File: src/design/ssr_pkg.sv
// shared types and constants of the stream substring replace block
package ssr_pkg;

  localparam int unsigned WordBytes     = 8;
  localparam int unsigned MaxPatternDef = 8;
  localparam int unsigned MaxReplDef    = 8;
  localparam int unsigned CmdDepth      = 2;
  localparam int unsigned AddrW         = 5;
  localparam int unsigned DataW         = 64;

  // register indexes, taken from paddr[4:3]
  localparam logic [1:0] RegPatBytes = 2'd0;
  localparam logic [1:0] RegPatLen   = 2'd1;
  localparam logic [1:0] RegRplBytes = 2'd2;
  localparam logic [1:0] RegRplLen   = 2'd3;

  typedef struct packed {
    logic [63:0] pat_bytes;
    logic [3:0]  pat_len;
    logic [63:0] rpl_bytes;
    logic [3:0]  rpl_len;
  } ssr_cfg_t;

  // one command: up to eight bytes to emit, oldest in bits 7:0
  typedef struct packed {
    logic [63:0] data;
    logic [3:0]  cnt;
    logic        last;
  } ssr_cmd_t;

endpackage

File: src/design/ssr_ifs.sv
// stream channel interfaces of the stream substring replace block
interface ssr_in_if;
  logic       valid;
  logic       ready;
  logic [7:0] in_byte;
  logic       in_last;

  modport source (output valid, in_byte, in_last, input ready);
  modport sink   (input valid, in_byte, in_last, output ready);
endinterface

interface ssr_out_if;
  logic       valid;
  logic       ready;
  logic [7:0] out_byte;
  logic       byte_present;
  logic       out_last;

  modport source (output valid, out_byte, byte_present, out_last, input ready);
  modport sink   (input valid, out_byte, byte_present, out_last, output ready);
endinterface

File: src/design/ssr_front.sv
// front end: match window, pattern compare and command build
module ssr_front #(
  parameter int unsigned MAX_PATTERN     = ssr_pkg::MaxPatternDef,
  parameter int unsigned MAX_REPLACEMENT = ssr_pkg::MaxReplDef
) (
  input  logic             clk_i,
  input  logic             rst_ni,
  input  ssr_pkg::ssr_cfg_t cfg_i,
  input  logic             clear_i,
  input  logic             accept_i,
  input  logic [7:0]       byte_i,
  input  logic             last_i,
  output logic             push_o,
  output ssr_pkg::ssr_cmd_t cmd_o
);

  localparam int unsigned WinDepth = (MAX_PATTERN < ssr_pkg::WordBytes) ?
                                     MAX_PATTERN : ssr_pkg::WordBytes;
  localparam int unsigned RplLim   = (MAX_REPLACEMENT < ssr_pkg::WordBytes) ?
                                     MAX_REPLACEMENT : ssr_pkg::WordBytes;
  localparam int unsigned FillW    = $clog2(WinDepth + 1);

  logic [7:0]       win_q [WinDepth];
  logic [7:0]       ins   [WinDepth];
  logic [FillW-1:0] fill_q, fill_d;
  logic [3:0]       plen, rlen, fill4, base, nfill;
  logic             full, hit, shift;

  assign plen  = (cfg_i.pat_len > 4'(WinDepth)) ? 4'(WinDepth) : cfg_i.pat_len;
  assign rlen  = (cfg_i.rpl_len > 4'(RplLim)) ? 4'(RplLim) : cfg_i.rpl_len;
  assign fill4 = 4'(fill_q);
  assign base  = (fill4 >= plen) ? 4'd0 : fill4;
  assign nfill = base + 4'd1;
  assign full  = (nfill == plen);

  always_comb begin
    hit = 1'b1;
    for (int k = 0; k < WinDepth; k++) begin
      ins[k] = (4'(k) == base) ? byte_i : win_q[k];
      if (4'(k) < plen && ins[k] != cfg_i.pat_bytes[8*k +: 8]) hit = 1'b0;
    end
  end

  always_comb begin
    cmd_o.data = '0;
    cmd_o.cnt  = 4'd0;
    cmd_o.last = last_i;
    fill_d     = '0;
    shift      = 1'b0;
    if (plen == 4'd0) begin
      cmd_o.data[7:0] = byte_i;
      cmd_o.cnt       = 4'd1;
    end else if (full && hit) begin
      cmd_o.data = cfg_i.rpl_bytes;
      cmd_o.cnt  = rlen;
    end else if (last_i) begin
      // flush everything left in the window, new byte included
      for (int k = 0; k < WinDepth; k++) cmd_o.data[8*k +: 8] = ins[k];
      cmd_o.cnt = nfill;
    end else if (full) begin
      cmd_o.data[7:0] = ins[0];
      cmd_o.cnt       = 4'd1;
      fill_d          = FillW'(plen - 4'd1);
      shift           = 1'b1;
    end else begin
      fill_d = FillW'(nfill);
    end
  end

  assign push_o = accept_i && (cmd_o.cnt != 4'd0 || last_i);

  always_ff @(posedge clk_i or negedge rst_ni) begin
    if (!rst_ni) begin
      fill_q <= '0;
    end else if (clear_i) begin
      fill_q <= '0;
    end else if (accept_i) begin
      fill_q <= fill_d;
    end
  end

  always_ff @(posedge clk_i) begin
    if (accept_i) begin
      for (int k = 0; k < WinDepth; k++) begin
        if (shift && k + 1 < WinDepth) win_q[k] <= ins[(k + 1) % WinDepth];
        else win_q[k] <= ins[k];
      end
    end
  end

endmodule

File: src/design/ssr_cmd_fifo.sv
// small command queue between front and back
module ssr_cmd_fifo (
  input  logic              clk_i,
  input  logic              rst_ni,
  input  logic              push_i,
  input  ssr_pkg::ssr_cmd_t wdata_i,
  input  logic              pop_i,
  output ssr_pkg::ssr_cmd_t rdata_o,
  output logic              full_o,
  output logic              empty_o
);

  localparam int unsigned PtrW = (ssr_pkg::CmdDepth > 1) ? $clog2(ssr_pkg::CmdDepth) : 1;
  localparam int unsigned CntW = $clog2(ssr_pkg::CmdDepth + 1);

  ssr_pkg::ssr_cmd_t mem_q [ssr_pkg::CmdDepth];
  logic [PtrW-1:0]   wr_q, rd_q;
  logic [CntW-1:0]   cnt_q;
  logic              do_push, do_pop;

  assign full_o  = (cnt_q == CntW'(ssr_pkg::CmdDepth));
  assign empty_o = (cnt_q == '0);
  assign do_push = push_i && !full_o;
  assign do_pop  = pop_i && !empty_o;
  assign rdata_o = mem_q[rd_q];

  always_ff @(posedge clk_i or negedge rst_ni) begin
    if (!rst_ni) begin
      wr_q  <= '0;
      rd_q  <= '0;
      cnt_q <= '0;
    end else begin
      if (do_push) begin
        wr_q <= (wr_q == PtrW'(ssr_pkg::CmdDepth - 1)) ? '0 : wr_q + 1'b1;
      end
      if (do_pop) begin
        rd_q <= (rd_q == PtrW'(ssr_pkg::CmdDepth - 1)) ? '0 : rd_q + 1'b1;
      end
      if (do_push && !do_pop) cnt_q <= cnt_q + 1'b1;
      else if (do_pop && !do_push) cnt_q <= cnt_q - 1'b1;
    end
  end

  always_ff @(posedge clk_i) begin
    if (do_push) mem_q[wr_q] <= wdata_i;
  end

endmodule

File: src/design/ssr_back.sv
// back end: plays out one command a byte per cycle while out_ch is ready
module ssr_back (
  input  logic              clk_i,
  input  logic              rst_ni,
  input  ssr_pkg::ssr_cmd_t cmd_i,
  input  logic              cmd_avail_i,
  output logic              pop_o,
  ssr_out_if.source         out_ch
);

  logic        busy_q;
  logic [63:0] data_q;
  logic [3:0]  cnt_q;
  logic        last_q;
  logic        fire, done;

  assign out_ch.valid        = busy_q;
  assign out_ch.byte_present = (cnt_q != 4'd0);
  assign out_ch.out_byte     = (cnt_q != 4'd0) ? data_q[7:0] : 8'h00;
  assign out_ch.out_last     = last_q && (cnt_q <= 4'd1);

  assign fire  = busy_q && out_ch.ready;
  assign done  = fire && (cnt_q <= 4'd1);
  assign pop_o = cmd_avail_i && (!busy_q || done);

  always_ff @(posedge clk_i or negedge rst_ni) begin
    if (!rst_ni) begin
      busy_q <= 1'b0;
      cnt_q  <= 4'd0;
    end else if (pop_o) begin
      busy_q <= 1'b1;
      cnt_q  <= cmd_i.cnt;
    end else if (done) begin
      busy_q <= 1'b0;
    end else if (fire) begin
      cnt_q <= cnt_q - 4'd1;
    end
  end

  always_ff @(posedge clk_i) begin
    if (pop_o) begin
      data_q <= cmd_i.data;
      last_q <= cmd_i.last;
    end else if (fire) begin
      data_q <= {8'h00, data_q[63:8]};
    end
  end

endmodule

File: src/design/stream_substring_replace_core.sv
// top level of the stream substring replace block
//
//  channel   dir   handshake            payload
//  in_ch     in    valid / ready        in_byte, in_last
//  out_ch    out   valid / ready        out_byte, byte_present, out_last
//  apb       in    psel/penable/pready  paddr[4:3] selects register, pwdata 64b
//
// one input transaction per cycle is taken while the command queue has room
// a step that yields n bytes (n up to 8) leaves as n output transactions
// input reaches the output through a queue entry, then the back register
// reset clears the window fill, queue pointers, back busy and count, and the config registers
// in_ch and out_ch stall on their own; the two-entry queue parts them
module stream_substring_replace_core #(
  parameter int unsigned MAX_PATTERN     = ssr_pkg::MaxPatternDef,
  parameter int unsigned MAX_REPLACEMENT = ssr_pkg::MaxReplDef
) (
  input  logic                      clk_i,
  input  logic                      rst_ni,
  ssr_in_if.sink                    in_ch,
  ssr_out_if.source                 out_ch,
  input  logic                      psel,
  input  logic                      penable,
  input  logic                      pwrite,
  input  logic [ssr_pkg::AddrW-1:0] paddr,
  input  logic [ssr_pkg::DataW-1:0] pwdata,
  output logic [ssr_pkg::DataW-1:0] prdata,
  output logic                      pready
);

  ssr_pkg::ssr_cfg_t cfg_q;
  ssr_pkg::ssr_cmd_t cmd_push, cmd_head;
  logic              wr_en;
  logic [1:0]        reg_idx;
  logic              accept, push, pop, q_full, q_empty;

  // configuration registers, 8-byte stride
  assign pready  = 1'b1;
  assign reg_idx = paddr[4:3];
  assign wr_en   = psel && penable && pwrite && pready;

  always_ff @(posedge clk_i or negedge rst_ni) begin
    if (!rst_ni) begin
      cfg_q <= '0;
    end else if (wr_en) begin
      case (reg_idx)
        ssr_pkg::RegPatBytes: cfg_q.pat_bytes <= pwdata;
        ssr_pkg::RegPatLen:   cfg_q.pat_len   <= pwdata[3:0];
        ssr_pkg::RegRplBytes: cfg_q.rpl_bytes <= pwdata;
        ssr_pkg::RegRplLen:   cfg_q.rpl_len   <= pwdata[3:0];
        default: ;
      endcase
    end
  end

  always_comb begin
    case (reg_idx)
      ssr_pkg::RegPatBytes: prdata = cfg_q.pat_bytes;
      ssr_pkg::RegPatLen:   prdata = {60'd0, cfg_q.pat_len};
      ssr_pkg::RegRplBytes: prdata = cfg_q.rpl_bytes;
      ssr_pkg::RegRplLen:   prdata = {60'd0, cfg_q.rpl_len};
      default:              prdata = '0;
    endcase
  end

  // the front only stalls when the queue is full
  assign in_ch.ready = !q_full;
  assign accept      = in_ch.valid && in_ch.ready;

  ssr_front #(
    .MAX_PATTERN     (MAX_PATTERN),
    .MAX_REPLACEMENT (MAX_REPLACEMENT)
  ) u_front (
    .clk_i    (clk_i),
    .rst_ni   (rst_ni),
    .cfg_i    (cfg_q),
    .clear_i  (wr_en),      // any register write drops the unresolved window
    .accept_i (accept),
    .byte_i   (in_ch.in_byte),
    .last_i   (in_ch.in_last),
    .push_o   (push),
    .cmd_o    (cmd_push)
  );

  // steps that emit nothing and do not end a string push no command
  ssr_cmd_fifo u_fifo (
    .clk_i   (clk_i),
    .rst_ni  (rst_ni),
    .push_i  (push),
    .wdata_i (cmd_push),
    .pop_i   (pop),
    .rdata_o (cmd_head),
    .full_o  (q_full),
    .empty_o (q_empty)
  );

  ssr_back u_back (
    .clk_i       (clk_i),
    .rst_ni      (rst_ni),
    .cmd_i       (cmd_head),
    .cmd_avail_i (!q_empty),
    .pop_o       (pop),
    .out_ch      (out_ch)
  );

endmodule

File: src/flat_wrapper.sv
// flat-port wrapper written by rule: the top's interface ports become plain ports
module stream_substring_replace_core_flat 
#(
  parameter int unsigned MAX_PATTERN     = ssr_pkg::MaxPatternDef,
  parameter int unsigned MAX_REPLACEMENT = ssr_pkg::MaxReplDef
)
  (clk_i, rst_ni, psel, penable, pwrite, paddr, pwdata, prdata, pready, in_ch_valid, in_ch_in_byte, in_ch_in_last, in_ch_ready, out_ch_valid, out_ch_out_byte, out_ch_byte_present, out_ch_out_last, out_ch_ready);
  ssr_in_if in_ch_i ();
  ssr_out_if out_ch_i ();
  input  logic clk_i;
  input  logic rst_ni;
  input  logic psel;
  input  logic penable;
  input  logic pwrite;
  input  logic [ssr_pkg::AddrW-1:0] paddr;
  input  logic [ssr_pkg::DataW-1:0] pwdata;
  output logic [ssr_pkg::DataW-1:0] prdata;
  output logic pready;
  input wire logic [$bits(in_ch_i.valid)-1:0] in_ch_valid;
  input wire logic [$bits(in_ch_i.in_byte)-1:0] in_ch_in_byte;
  input wire logic [$bits(in_ch_i.in_last)-1:0] in_ch_in_last;
  output wire logic [$bits(in_ch_i.ready)-1:0] in_ch_ready;
  output wire logic [$bits(out_ch_i.valid)-1:0] out_ch_valid;
  output wire logic [$bits(out_ch_i.out_byte)-1:0] out_ch_out_byte;
  output wire logic [$bits(out_ch_i.byte_present)-1:0] out_ch_byte_present;
  output wire logic [$bits(out_ch_i.out_last)-1:0] out_ch_out_last;
  input wire logic [$bits(out_ch_i.ready)-1:0] out_ch_ready;
  assign in_ch_i.valid = in_ch_valid;
  assign in_ch_i.in_byte = in_ch_in_byte;
  assign in_ch_i.in_last = in_ch_in_last;
  assign in_ch_ready = in_ch_i.ready;
  assign out_ch_valid = out_ch_i.valid;
  assign out_ch_out_byte = out_ch_i.out_byte;
  assign out_ch_byte_present = out_ch_i.byte_present;
  assign out_ch_out_last = out_ch_i.out_last;
  assign out_ch_i.ready = out_ch_ready;
  stream_substring_replace_core #(.MAX_PATTERN(MAX_PATTERN), .MAX_REPLACEMENT(MAX_REPLACEMENT)) u_core (.clk_i(clk_i), .rst_ni(rst_ni), .in_ch(in_ch_i), .out_ch(out_ch_i), .psel(psel), .penable(penable), .pwrite(pwrite), .paddr(paddr), .pwdata(pwdata), .prdata(prdata), .pready(pready));
endmodule
File: config.mk
export PLATFORM = sky130hd
export DESIGN_NAME = stream_substring_replace_core_flat
export DESIGN_NICKNAME = d
export VERILOG_FILES = /design/src/design/ssr_pkg.sv /design/src/design/ssr_ifs.sv /design/src/design/ssr_front.sv /design/src/design/ssr_cmd_fifo.sv /design/src/design/ssr_back.sv /design/src/design/stream_substring_replace_core.sv /design/src/flat_wrapper.sv
export SDC_FILE = /design/constraint.sdc
export NUM_CORES = 1
export LEC_CHECK = 0
export ABC_AREA = 1
export BUFFER_PORTS_ARGS = -buffer_cell sky130_fd_sc_hd__buf_2
export CORE_UTILIZATION = 53
export DETAILED_ROUTE_END_ITERATION = 8
export GPL_TIMING_DRIVEN = 0
export PLACE_DENSITY_LB_ADDON = 0.05
export SYNTH_ARGS = -nofsm -noshare
export SYNTH_HDL_FRONTEND = slang
export SYNTH_SLANG_ARGS = --single-unit
File: constraint.sdc
create_clock -name clk_i -period 18.7 [get_ports clk_i]
set_input_delay 3.74 -clock clk_i [delete_from_list [all_inputs] [get_ports clk_i]]
set_output_delay 3.74 -clock clk_i [all_outputs]
set_load 0.01 [all_outputs]
== Yosys cells after proc, flatten, opt, wreduce, memory -nomap -nowiden ==
Memory sizes are Yosys's and may differ from the RTL's.
Cells that the tools add are included.
Storage, ports and cells
  input port bits: 85
  output and inout bits: 77
  word-level logic and storage cells: 169
  register bits: 214
  memories kept: 2
  RAM bits: 202
Operators by class
  $lt $le $gt $ge: 12
  reductions and logical operators: 43
  multiplexer cells: 65
  bitwise logic cells: 7
  equal/unequal tests: 21
  add/subtract/negate cells: 7
Memory list
  u_core.u_fifo.mem_q: depth 2, bits a word 69, rd ports 1, clocked after memory_dff 0, write ports 1, line ssr_cmd_fifo.sv:16  | ssr_pkg::ssr_cmd_t mem_q [ssr_pkg::CmdDepth];
  u_core.u_front.win_q: depth 8, bits a word 8, rd ports 8, clocked after memory_dff 0, write ports 8, line ssr_front.sv:23  | logic [7:0] win_q [WinDepth];
Operator list (number)
  one-hot mux 64 bit (4 select lines): 1
  two-way mux 64 bit: 2
  two-way mux 8 bit: 16
  two-way mux 56 bit: 2
  two-way mux 68 bit: 1
  inequality test 8 bit: 8
  two-way mux 4 bit: 12
  two-way mux 12 bit: 3
  two-way mux 1 bit: 26
  logical AND 1 bit: 21
  equality test 3 x 4 -> 1 bit (first input constant): 4
  less-than comparator 3 x 4 -> 1 bit (first input constant): 4
  AND reduction 2 bit: 5
  equality test 2 x 4 -> 1 bit (first input constant): 2
  > comparator 4 bit (second input constant): 2
  zero test 4 bit: 2
  less-than comparator 1 x 4 -> 1 bit (first input constant): 2
  less-than comparator 2 x 4 -> 1 bit (first input constant): 2
  nonzero test 2 bit: 4
  nonzero test 4 bit: 2
  subtractor 4 x 1 -> 4 bit (second input constant): 2
  OR 1 bit: 7
  equality test 2 bit (second input constant): 3
  zero test 1 bit: 5
  13 further kinds: 17

== Depth between registers and ports, before layout ==
  depth after elaboration: 27
  mapped depth: 37

== By module ==
A second synthesis with hierarchy kept.
Second synthesis, totals
  cells, all modules: 2654
  area total of the unflattened synthesis: 21325.5 µm²
By module, submodules not included
  ssr_front: seq. area each 2021.9 µm², instances 1, area an instance 6816.5 µm², cells an instance 1118
  stream_substring_replace_core: seq. area each 3403.3 µm², instances 1, area an instance 6030.8 µm², cells an instance 811
  ssr_cmd_fifo: seq. area each 4244.1 µm², instances 1, area an instance 5256.3 µm², cells an instance 392
  ssr_back: seq. area each 2077.0 µm², instances 1, area an instance 3221.8 µm², cells an instance 333

== Worst setup path before layout ==
No wires, ideal clock.
  path kind: input-to-reg
  from: input port in_ch_valid
  to: memory u_core.u_fifo.mem_q[1][0] (netlist name) (enable)
  setup slack: 9.851 ns
  buffers on the path: 0
  required time: 18.203 ns
  arrival: 8.352 ns
  stages: 4
  cells stage by stage: nand2_1 inv_1 nand2_1 nor2_1
Between the ends
  word-level cells in the longest chain between the ends: 5
RTL lines
  start, declared: line flat_wrapper.sv:19  | input wire logic [$bits(in_ch_i.valid)-1:0] in_ch_valid;
  logical AND 1 bit: line stream_substring_replace_core.sv:67  | assign accept = in_ch.valid && in_ch.ready;
  via u_core.accept: line stream_substring_replace_core.sv:34  | logic accept, push, pop, q_full, q_empty;
  logical AND 1 bit: line ssr_front.sv:70  | assign push_o = accept_i && (cmd_o.cnt != 4'd0 || last_i);
  logical AND 1 bit: line ssr_cmd_fifo.sv:23  | assign do_push = push_i && !full_o;
  two-way mux 1 bit: line ssr_cmd_fifo.sv:45  | if (do_push) mem_q[wr_q] <= wdata_i;
  two-way mux 1 bit (not written as such): line ssr_cmd_fifo.sv:45
  end, declared: line ssr_cmd_fifo.sv:16
The timed path passes the listed nets, and every way through them passes these cells.

== Final worst setup path ==
  from: input port paddr[4] (netlist name)
  to: output port prdata[20] (netlist name)
Between the ends
  word-level cells in the longest chain between the ends: 2
RTL lines
  start, declared: line flat_wrapper.sv:15  | input logic [ssr_pkg::AddrW-1:0] paddr;
  equality test 2 bit, or another cell as far along: line stream_substring_replace_core.sv:56  | case (reg_idx)
  one-hot mux 64 bit (4 select lines) *: line stream_substring_replace_core.sv:56
  end, declared: line flat_wrapper.sv:17  | output logic [ssr_pkg::DataW-1:0] prdata;
Every way passes the cells marked *; elsewhere a longest branch is shown, timed or not.

==> results.md <==
- Status: finished clean
- Hold Slack: slightly below 0.5 ns
- Critical Path AT: 5.43 ns
- Vias/cell: ~5.7
- Worst skew pair latency: 0.59 ns
- GRT met3 Usage: 7.65%
- Fin area: between 0.02 and 0.025 sq mm
- Flops & latches, synth: roughly 420
- Period utilization: between 40 and 50%
- Antenna violations before repair: 1
- Via count: approximately 17000
- Power Dens Cells: ~140 mW/mm^2
- Vias in the first global route: 16600
- Pin count of the biggest net entering global routing: 77
- Row Count: 71
- First-pass GRT wire length: 100 mm
- Relative slew slack: roughly a third
- Leakage: roughly 10 nW
- Netlist cell types: 44
- Max clock buf depth: 3
- GRT Total Usage: a little over a third
- CTS Buf Count: between 40 and 50
- Post-CTS Setup Bufs: 0
- Routed WL per cell: ~22 um
- Crit path launch type: primary input
- Delay-heaviest family, CP: buffers and inverters
- Share of cells above drive strength 1: between 10% and 20%
- Worst Path Buf+Inv: 5
- Core box area: 0.0376 sq mm
- CTS Sinks: 416
- GR Overflow Total: 0
- Crit-path slowest cell: clkbuf_1
- Grt met1 use: 46.7%
- Peak Freq: 109 MHz
- Final Hold Fails: 0
- Crit-path max cell delay: between 0.6 and 0.7 ns
- Final setup viols: 0
- Data required, critical path: 14.96 ns
- CTS Root Cell: clkbuf_16
- Ant. Diodes: 0
- Netlist Area Pre-Place: roughly 0.02 sq mm
- Worst Tran Pin Value: about 1.0 ns
- Initial drt markers: 1431
- Critical-path cell list: buf_2, inv_1, nor2_1, inv_2, clkbuf_1, o22ai_1, buf_2
- Total length of routed wires: 67.4 mm
- Global route hottest layer: met2
- Peak supply drop: just over 0.07 mV
- Maximum fanout along the worst path: 10
- Routability cong.: roughly 0.98
- H-tree lvl count: 2
- # IOs: about 160
- DRT antenna net count: 0
- Syn Area/Cell: 8.93 sq um
- Pins Over Slew Limit: 0
- Setup_tns: 0 ns
- Placement Setup Slack: 9.58 ns
- M2 GR Usage: between 50% and 60%
- Die Y: 197 um
- Die area: between 0.03 and 0.04 sq mm
- Mapped Nets: ~2400
- Cell Area, Placed: 0.0218 sq mm
- Port bufs: roughly 160
- Syn Inst Count: ~2300
- Min Tclk post-route: 9.17 ns
- RSZ-0062 raised after global routing: false
- Final Worst Setup Slack: between 9 and 10 ns
- P&R area growth vs syn: 15.1%
- Hold buffer count at CTS: 0
- Initial Util: 53.8%
- CP endpoint kind: output port
- Die W: 197 um
- Overall Power: ~0.0033 W
- Nets: approximately 2600
- Kind of critical path: in -> out
- Seq/Total Area, Yosys: roughly three fifths
- Critical Path Most Common Cell: buf_2
- CTS tree: yes
- Resized cells post-CTS: 0
- Max cap viols: 0
- DRT Pass-1 Iters: 5
- Clk slew on worst S/H paths: roughly 0.06 ns
- Drt drc: 0
- Post-DP HPWL: around 50 mm
- Clk_skew: 0.0252 ns
- YS warnings: 0
- Hold Path Class: reg -> reg
worst reg2reg max path, delay by kind of cell, from the launching register on:
kind	cells	cell delay, ns
flops	1	0.32
simple gates	20	2.61
fa+ha+maj	1	0.29
compound gates	1	0.52
buf+inv	8	1.82
placed cells by master, fill, tap and decap left out, types with 4 or more instances in the layout:
cell	instances
xor2_1	9
buf_4	8
a211oi_1	57
nand2_1	604
ha_1	12
a21oi_1	141
clkinv_2	10
o22ai_1	67
o21ai_1	39
edfxtp_1	267
nand2_2	6
buf_2	185
buf_12	4
o211ai_1	9
inv_1	245
clkbuf_8	4
inv_2	12
clkbuf_16	46
o21ai_0	140
a31oi_1	59
clkinv_1	7
clkbuf_1	93
nand3_1	114
nor2_1	167
buf_1	6
dfrtp_1	149
worst paths after layout:
| check | endpoint | depth (start not counted) | slack, ns | start |
|---|---|---|---|---|
| hold / removal | u_core.u_fifo.wr_q | 2 | 0.48 | u_core.u_fifo.wr_q |
| min in group asynchronous | u_core.cfg_q[38] | 1 | 3.16 | rst_ni |
| hold reg to reg | u_core.u_fifo.wr_q | 2 | 0.48 | u_core.u_fifo.wr_q |
| setup reg to reg | u_core.u_fifo.mem_q[0][40] | 30 | 12.82 | u_core.cfg_q[71] |
| max in group asynchronous | u_core.cfg_q[74] | 2 | 14.67 | rst_ni |
| setup / recovery | prdata[20] | 7 | 9.53 | paddr[4] |
synthesized netlist by cell type (all sizes together):
library cell / count / area share, %
ha: 12 / 0.74
a22oi: 3 / 0.11
o41ai: 1 / 0.043
o32ai: 2 / 0.087
nand4: 4 / 0.19
o211ai: 9 / 0.33
a21oi: 143 / 3.6
dfrtp: 149 / 18
o21bai: 1 / 0.037
conb: 1 / 0.019
o22ai: 67 / 2.1
clkbuf: 82 / 1.5
o31ai: 1 / 0.037
inv: 259 / 4.8
a211oi: 57 / 2.1
a31oi: 59 / 1.8
nand2: 611 / 11
nand3: 114 / 2.8
edfxtp: 267 / 40
nor3: 3 / 0.074
or2: 2 / 0.062
o2111ai: 2 / 0.15
clkinv: 1 / 0.019
nor2: 172 / 3.3
mux2: 1 / 0.056
xor2: 9 / 0.39
xnor2: 3 / 0.13
buf: 46 / 1.3
o21ai: 184 / 4.7
cells by family (layout without fill, tap and decap cells):
logic type / count (synthesis) / after routing / synth area share [%]
simple gates: 906 / 906 / 17.9
compound gates: 529 / 529 / 15.1
flops: 416 / 416 / 58.1
buf+inv: 388 / 633 / 7.61
fa+ha+maj: 12 / 12 / 0.742
xor+xnor: 12 / 12 / 0.520
other cells: 1 / 1 / 0.0185
mux: 1 / 1 / 0.0557
cell type report:
type / instances / area (sq um)
fill: 3346 / 14300
sequential: 416 / 11700
multi-input combinational: 1461 / 6960
clock buffer: 61 / 1250
inverter: 260 / 981
timing repair buffer: 163 / 950
tap: 511 / 639
buffer: 128 / 563
clock inverter: 21 / 203
metal layers:
metal / wire length [um] / part of all wire [%] / up-vias
met5: 0 / 0 / -
met4: 3140 / 4.7 / 0
met3: 6030 / 8.9 / 159
met2: 30800 / 46 / 781
met1: 27400 / 41 / 8160
li1: - / - / 8072
registers in the layout, indices dropped and copies added, names as in the netlist:
signal and cells:
u_core.u_fifo.cnt_q 2, u_core.u_back.out_ch.valid 1, u_core.u_fifo.rd_q 1, u_core.u_front.win_q 64
u_core.u_fifo.wr_q 1, u_core.u_back.last_q 1, u_core.u_back.cnt_q 4, u_core.u_fifo.mem_q 138
u_core.cfg_q 136, u_core.u_front.fill4 4, u_core.u_back.data_q 64
power by group:
| group | internal [W] | switching [W] |
|---|---|---|
| clock network | 0.000512 | 0.000374 |
| logic | 0.000294 | 0.000752 |
| registers | 0.00129 | 0.0000864 |
| total | 0.00210 | 0.00121 |
metrics by stage:
step | util, % | cells
after global placement | 57.6 | 2932
after global routing | 62.0 | 3021
after CTS | 62.0 | 3021
after detailed placement | 58.1 | 2939
after floorplan | - | 2265
final | 62.0 | 3021
Power figures use the tool's default switching activity.
